--- src/rtl/trace_ring_with_drop_count_core_macros.svh ---
// Assertion macros shared by the trace ring RTL.
// Included by the controller and datapath modules; depends on nothing.
`ifndef TRACE_RING_WITH_DROP_COUNT_CORE_MACROS_SVH
`define TRACE_RING_WITH_DROP_COUNT_CORE_MACROS_SVH

// Same-cycle implication, disabled in reset
`define TRDC_ASSERT_NOW(lbl, clk, rst, ante, cons, msg) \
  lbl: assert property (@(posedge clk) disable iff (rst) (ante) |-> (cons)) \
    else $error(msg);

// Next-cycle implication, disabled in reset
`define TRDC_ASSERT_NEXT(lbl, clk, rst, ante, cons, msg) \
  lbl: assert property (@(posedge clk) disable iff (rst) (ante) |=> (cons)) \
    else $error(msg);

`endif

--- src/rtl/trdc_pkg.sv ---
// Shared constants, field layout and controller/datapath command types
// for the trace ring. No dependencies.
package trdc_pkg;

  // Sizes
  localparam int DEPTH      = 4096;
  localparam int AW         = $clog2(DEPTH);
  localparam int CAPW       = AW + 1;
  localparam int MAX_BURST  = 64;
  localparam int LIMW       = 7;
  localparam int SW         = 64;
  localparam int CW         = 48;

  localparam logic [CAPW-1:0] CAP_DEFAULT = CAPW'(2400);
  localparam logic [CAPW-1:0] CAP_MAX     = CAPW'(DEPTH);
  localparam logic [LIMW-1:0] BURST_MAX   = LIMW'(MAX_BURST);

  // Item kinds (s_axis_tuser)
  localparam logic [1:0] KIND_PUSH  = 2'd0;
  localparam logic [1:0] KIND_DRAIN = 2'd1;
  localparam logic [1:0] KIND_SNAP  = 2'd2;

  // Input tdata: sample, from_index, max_count
  localparam int IN_SMP_LO  = 0;
  localparam int IN_FROM_LO = IN_SMP_LO + SW;
  localparam int IN_LIM_LO  = IN_FROM_LO + CW;
  localparam int IN_BITS    = IN_LIM_LO + LIMW;
  localparam int IN_TDATA_W = ((IN_BITS + 7) / 8) * 8;

  // Output tdata: sample_out, count, next_index, dropped, total_pushed
  localparam int OUT_SMP_LO  = 0;
  localparam int OUT_CNT_LO  = OUT_SMP_LO + SW;
  localparam int OUT_NEXT_LO = OUT_CNT_LO + LIMW;
  localparam int OUT_DROP_LO = OUT_NEXT_LO + CW;
  localparam int OUT_TOT_LO  = OUT_DROP_LO + CW;
  localparam int OUT_BITS    = OUT_TOT_LO + CW;
  localparam int OUT_TDATA_W = ((OUT_BITS + 7) / 8) * 8;

  // Controller to datapath
  typedef struct packed {
    logic cap_wr;       // capacity write, ring emptied
    logic push;         // store sample, count it, load acknowledgement
    logic drain_zero;   // drain with zero limit: echo cursor
    logic take;         // latch drain/snapshot request
    logic clamp;        // oldest kept entry, or snapshot size
    logic adjust;       // move stale cursor, count lost entries
    logic size;         // available entries and burst size
    logic locate;       // start slot and next cursor
    logic rd;           // read one slot, advance slot pointer
    logic emit_sample;  // load one sample result
    logic emit_none;    // load empty result
  } trdc_cmd_t;

  // Datapath to controller
  typedef struct packed {
    logic       out_free;
    logic [1:0] in_kind;
    logic       in_lim_zero;
    logic       snap;
    logic       want_zero;
    logic       last_one;
  } trdc_stat_t;

endpackage

--- src/rtl/trdc_ctrl.sv ---
// Sequencer for the trace ring: walks each drain or snapshot through its
// setup steps and the sample stream. Depends on trdc_pkg and the macro header.
`include "trace_ring_with_drop_count_core_macros.svh"

module trdc_ctrl (
  input  logic               clk,
  input  logic               rst,
  input  logic               s_axis_tvalid,
  output logic               s_axis_tready,
  input  logic               cfg_valid,
  output logic               cfg_ready,
  input  trdc_pkg::trdc_stat_t stat,
  output trdc_pkg::trdc_cmd_t  cmd
);

  typedef enum logic [2:0] {
    S_IDLE,
    S_CLAMP,
    S_ADJUST,
    S_SIZE,
    S_LOCATE,
    S_EMPTY,
    S_PRIME,
    S_EMIT
  } state_t;

  state_t state;
  state_t state_next;
  logic   accept;

  // Handshakes: config wins over a data item in the same cycle
  assign cfg_ready     = (state == S_IDLE);
  assign s_axis_tready = (state == S_IDLE) && stat.out_free && !cfg_valid;
  assign accept        = s_axis_tvalid && s_axis_tready;

  // Command decode and next state
  always_comb begin
    cmd        = '0;
    state_next = state;
    unique case (state)
      S_IDLE: begin
        cmd.cap_wr = cfg_valid;
        if (accept) begin
          unique case (stat.in_kind)
            trdc_pkg::KIND_PUSH: cmd.push = 1'b1;
            trdc_pkg::KIND_DRAIN: begin
              if (stat.in_lim_zero) begin
                cmd.drain_zero = 1'b1;
              end else begin
                cmd.take   = 1'b1;
                state_next = S_CLAMP;
              end
            end
            trdc_pkg::KIND_SNAP: begin
              cmd.take   = 1'b1;
              state_next = S_CLAMP;
            end
            default: ;  // unused kind: dropped silently
          endcase
        end
      end
      S_CLAMP: begin
        cmd.clamp  = 1'b1;
        state_next = stat.snap ? S_LOCATE : S_ADJUST;
      end
      S_ADJUST: begin
        cmd.adjust = 1'b1;
        state_next = S_SIZE;
      end
      S_SIZE: begin
        cmd.size   = 1'b1;
        state_next = S_LOCATE;
      end
      S_LOCATE: begin
        cmd.locate = 1'b1;
        state_next = stat.want_zero ? S_EMPTY : S_PRIME;
      end
      S_EMPTY: begin
        if (stat.out_free) begin
          cmd.emit_none = 1'b1;
          state_next    = S_IDLE;
        end
      end
      S_PRIME: begin
        cmd.rd     = 1'b1;
        state_next = S_EMIT;
      end
      S_EMIT: begin
        if (stat.out_free) begin
          cmd.emit_sample = 1'b1;
          if (stat.last_one) begin
            state_next = S_IDLE;
          end else begin
            cmd.rd = 1'b1;
          end
        end
      end
      default: state_next = S_IDLE;
    endcase
  end

  // State register
  always_ff @(posedge clk) begin
    if (rst) begin
      state <= S_IDLE;
    end else begin
      state <= state_next;
    end
  end

  // Checks
  `TRDC_ASSERT_NOW(ctrl_single_entry, clk, rst, 1'b1,
    ($onehot0({cmd.cap_wr, cmd.push, cmd.drain_zero, cmd.take})),
    "ctrl: more than one entry command in a cycle")
  `TRDC_ASSERT_NEXT(ctrl_take_starts, clk, rst, cmd.take,
    (state == S_CLAMP), "ctrl: request taken but setup not started")
  `TRDC_ASSERT_NOW(ctrl_read_feeds_emit, clk, rst, (state == S_EMIT && cmd.rd),
    (stat.out_free && !stat.last_one), "ctrl: read issued past end of burst")

endmodule

--- config.mk ---
export PLATFORM = sky130hd
export DESIGN_NAME = trdc_ctrl
export DESIGN_NICKNAME = d
export VERILOG_FILES = /design/src/rtl/trdc_pkg.sv /design/src/rtl/trdc_ctrl.sv
export VERILOG_INCLUDE_DIRS = /design/src /design/src/rtl
export SDC_FILE = /design/constraint.sdc
export NUM_CORES = 1
export LEC_CHECK = 0
export BUFFER_PORTS_ARGS = -buffer_cell sky130_fd_sc_hd__buf_2
export CAP_MARGIN = 10
export CELL_PAD_IN_SITES_DETAIL_PLACEMENT = 0
export CELL_PAD_IN_SITES_GLOBAL_PLACEMENT = 2
export CORE_MARGIN = 8
export CORE_UTILIZATION = 18
export DETAILED_ROUTE_END_ITERATION = 8
export PLACE_DENSITY_LB_ADDON = 0.1
export SLEW_MARGIN = 20
export SYNTH_ARGS = -nofsm -noshare
export SYNTH_HDL_FRONTEND = slang
export SYNTH_SLANG_ARGS = --single-unit
--- constraint.sdc ---
create_clock -name clk -period 1.1 [get_ports clk]
set_clock_uncertainty 0.05 [all_clocks]
set_input_delay 0.055 -clock clk [delete_from_list [all_inputs] [get_ports clk]]
set_output_delay 0.055 -clock clk [all_outputs]
set_load 0.01 [all_outputs]
## Word-level counts from Yosys, hierarchy flattened

Cells that the tools add are included.

- Bits in registers: 3
- Logic and storage cells: 49
- Input port bits: 11
- Output and inout bits: 13

- Reductions and logical operators: 7
- Muxes and demuxes: 26
- Equal/unequal tests: 15

Operator list:

| cell | number |
|---|---|
| case mux 3 bit (8 select lines) | 1 |
| two-way mux 3 bit | 7 |
| == test 3 bit (second input constant) | 4 |
| two-way mux 1 bit | 12 |
| == test 3 x 2 -> 1 bit (second input constant) | 2 |
| inequality test 2 bit (second input constant) | 3 |
| case mux 3 bit (2 select lines) | 1 |
| AND reduction 6 bit | 1 |
| two-way mux 2 bit | 2 |
| two-way mux 4 bit | 1 |
| case mux 1 bit (2 select lines) | 2 |
| == test 3 x 1 -> 1 bit (second input constant) | 1 |
| logical AND 1 bit | 3 |
| logical NOT 3 bit | 1 |
| inequality test 3 x 1 -> 1 bit (second input constant) | 1 |
| inequality test 3 bit (second input constant) | 1 |
| == test 2 x 1 -> 1 bit (second input constant) | 1 |
| == test 2 bit (second input constant) | 1 |
| logical NOT 2 bit | 1 |
| inequality test 2 x 1 -> 1 bit (second input constant) | 1 |
| logical NOT 1 bit | 1 |

## Longest topological paths before layout

- Word-level depth: 6
- Mapped depth: 6
- Mapped depth without buffers: 6

## Worst setup path before layout

OpenSTA, ideal clock, no wires.

- Path kind: flip-flop to output port
- From: register state[1]
- To: output port s_axis_tready
- Buffers on the path: 1
- Path slack: -150 ps
- Data required time: 995 ps
- Arrival: 1145 ps
- Cell stages (with the launch flop): 4
- Cell sequence: dfxtp_1 buf_6 or3_4 nor3b_1

- Cells in the longest elaborated chain, start to end: 3

Ends and longest elaborated chain:

| item | RTL line | source |
|---|---|---|
| from (decl) | trdc_ctrl.sv:27 | `state_t state;` |
| from (signal assigned) | trdc_ctrl.sv:107 | `state <= state_next;` |
| logical NOT 3 bit | trdc_ctrl.sv:33 | `assign s_axis_tready = (state == S_IDLE) && stat.out_free && !cfg_valid;` |
| logical AND 1 bit (2 in series) | trdc_ctrl.sv:33 |  |
| to (decl) | trdc_ctrl.sv:9 | `output logic s_axis_tready,` |

No other way between the ends.

==> metrics.yaml <==
run_status: "finished with violations"
violations: "negative setup slack"
layout.nets: 107
top_register: "state"
area_growth_pct: 121
syn_inst: 51
total_leakage_power_nw: 0.408
globalplace.congestion: 0.713
critPathMaxStageDelay_ns: 0.43
post-dp-hpwl_microns: 1060
drtAntennaViolNets: 0
die_area_sq_um: 3870
path_class: "register to primary output"
post_dp_cell_area_sq_um: 613
routedWlPerCell_microns: 12.8
p_clk_share_pct: 11.7
p_seq_share_pct: 11.5
muxShareOfSynthArea_pct: 0
final.period_utilization_pct: 131
power.density_nw_per_um2: 1980
antenna_found_initial: 0
die_w_microns: 62.2
drive_above_1_share_pct: 78.3
drtIter0Drc: 7
maxSlewHeadroom_pct: 85.7
synthAdderAreaFrac_pct: 9.77
switchingPower_mw: 0.705
synth-compound-area-share_pct: 18.2
rows: 16
yosysWarnings: 0
drc: 0
root_buffer: "clkbuf_4"
synth_top_family_by_area: "simple AND/OR/NAND/NOR gates"
yosysUniqueCellTypes: 26
cp_cell_sequence: "or3_4 > nor2_4 > and3_4 > buf_6"
fin_ws_ns: -0.341
cp.required_ns: 1.00
hold_slack_ns: 0.0333
synth_area_sq_um: 384
grt_overflow: 0
synth-seq-cells: 3
final_hold_viol_count: 0
rsz0062_at_grt: "yes"
diodes: 0
final_max_slew_viol_count: 0
min_to: "state[2]"
maxCapViolCount: 0
die_h_microns: 62.2
clkLatencyLatePin_ns: 0.23
r2r_cells: 6
synthSimpleGateAreaFrac_pct: 47.2
peakVddDrop_mv: 0.860
num_vias: 514
vias_per_cell: 4.32
portBuffers: 23
synth_xor_xnor_area_share_pct: 0
reg_top3: "state x3"
cts_tree: "yes"
rrSetupSlack_ns: -0.10
cp.arrival_ns: 1.34
cts_made_buffers: 3
syn_nets: 65
htreeDepth: 1
seq_area_frac_synth_pct: 15.6
layout_min_cycle_time_ns: 1.44
grt_use_total_pct: 7.12
hp-class: "primary input to register"
worst_slew_pin_slew_ns: 0.213
setup-violations-final: 15
r2r-start: "state[0]"
finalWirelength_microns: 1520
grt_max_degree: 11
cts.sinks: 3
cp_top_family: "simple AND/OR/NAND/NOR gates"
combPwrFrac_pct: 76.8
grt_pass1_vias: 521
path_max_fanout: 5
whs_path_depth: 2
clkTransAtPathRegs_ns: 0.04
worstSetupStartpointType: "register"
crit_path_end_kind: "primary output"
hp-start: "rst"
dr.pass1.iters: 3
finalPower_mw: 1.68
design_area_sq_um: 851
grt_pass1_wl_microns: 2240
core_area_sq_um: 1980
slowest_stage: "or3_4"
cts.path.max_buffers: 2
avgSynthCellArea_sq_um: 7.53
switching_share_pct: 42.0
reg2reg_to: "state[2]"
crit_buf_inv: 1
start_util_pct: 19.4
largest_register_ffs: 3
p_int_mw: 0.976
ios: 24
timing.fmax_ghz: 0.694
area by class of cell:
cell class              count  area (sq um)
multi-input cells          41           402
clock buffers               4          26.3
fillers                   215          1130
repair buffers             40           308
well taps                  27          33.8
inverters                   4          17.5
flip-flops and latches      3          63.8
cells in the final DEF, fill, tap and decap left out, types with 2 or more instances in the layout:
cell type | Yosys | final
and2_1 | 3 | 2
and2_4 | 0 | 2
and3_4 | 0 | 2
buf_2 | 1 | 18
buf_4 | 0 | 10
buf_6 | 1 | 10
buf_8 | 0 | 2
clkbuf_4 | 0 | 3
dfxtp_2 | 0 | 3
ha_1 | 3 | 3
inv_1 | 4 | 2
nor2_1 | 5 | 3
nor2_4 | 0 | 2
nor2b_1 | 3 | 2
nor3_2 | 0 | 2
nor3_4 | 0 | 2
nor3b_2 | 0 | 4
kinds of logic (layout without fill, tap and decap cells):
logic type               after synthesis  after routing
AO/OA/AOI/OAI                          8              8
buffers and inverters                  7             48
adder cells (fa/ha/maj)                3              3
flip-flops                             3              3
AND/OR/NAND/NOR                       30             30
worst max path at each step:
stage	from	to	slack, ns	depth (start not counted)
after global routing	state[0]	cmd[8]	-0.38	4
after detailed placement	state[0]	cmd[8]	-0.13	4
after CTS	state[1]	cmd[8]	-0.38	4
after floorplan	state[1]	cmd[8]	-0.1	4
final	state[0]	cmd[8]	-0.34	4
after global placement	state[0]	cmd[8]	-0.12	4
synthesized netlist by cell type:
| cell type | number | area (sq um) |
|---|---|---|
| buf_2 | 1 | 5.00 |
| o21ai_0 | 2 | 10.0 |
| o21ba_2 | 1 | 10.0 |
| a31oi_1 | 1 | 6.26 |
| and2_2 | 2 | 15.0 |
| nor2_1 | 5 | 18.8 |
| inv_1 | 4 | 15.0 |
| o41ai_2 | 1 | 16.3 |
| nor3b_1 | 4 | 30.0 |
| clkbuf_1 | 1 | 3.75 |
| nor3_1 | 4 | 20.0 |
| buf_6 | 1 | 11.3 |
| nand4b_1 | 1 | 8.76 |
| dfxtp_1 | 3 | 60.1 |
| a21oi_1 | 1 | 5.00 |
| nor2b_1 | 3 | 18.8 |
| nand3b_1 | 1 | 7.51 |
| a211oi_1 | 1 | 7.51 |
| and3_1 | 2 | 12.5 |
| or3_4 | 1 | 11.3 |
| and2_1 | 3 | 18.8 |
| ha_1 | 3 | 37.5 |
| nor2_2 | 1 | 6.26 |
| a2111oi_2 | 1 | 15.0 |
| nand2b_1 | 1 | 6.26 |
| nand2_1 | 2 | 7.51 |
power groups by stage:
stage / Sequential [mW] / Clock [mW] / Combinational, mW
CTS: 0.192 / 0.201 / 1.02
global route: 0.198 / 0.213 / 1.39
finish: 0.194 / 0.196 / 1.29
global placement: 0.179 / 0 / 0.794
floorplan: 0.172 / 0 / 0.537
detailed placement: 0.181 / 0 / 0.781
metal layers:
| metal | vias up | track usage, % | part of all wire [%] |
|---|---|---|---|
| li1 | 258 | - | - |
| met1 | 235 | 7.97 | 44 |
| met2 | 19 | 11.5 | 50 |
| met3 | 2 | 1.61 | 4.5 |
| met4 | 0 | 5.25 | 1.8 |
| met5 | - | 0 | 0 |
per-stage QoR:
stage                     setup WS (ns)  std cells  utilization [%]  setup TNS, ns
final                            -0.341        119             42.9          -2.82
after global routing             -0.376        119             42.9          -3.53
after CTS                        -0.376        116             38.0          -2.59
after detailed placement         -0.127        109             30.9         -0.600
after global placement           -0.123        109             30.9         -0.670
after floorplan                 -0.0986         51                -         -0.430
what timing repair did:
item	CTS	global route
hold buffers	0	0
pin swaps	14	8
setup endpoints to repair	16	16
gates cloned	1	0
buffers inserted	3	3
resized for setup	22	20
(Power assumes the default switching activity.)
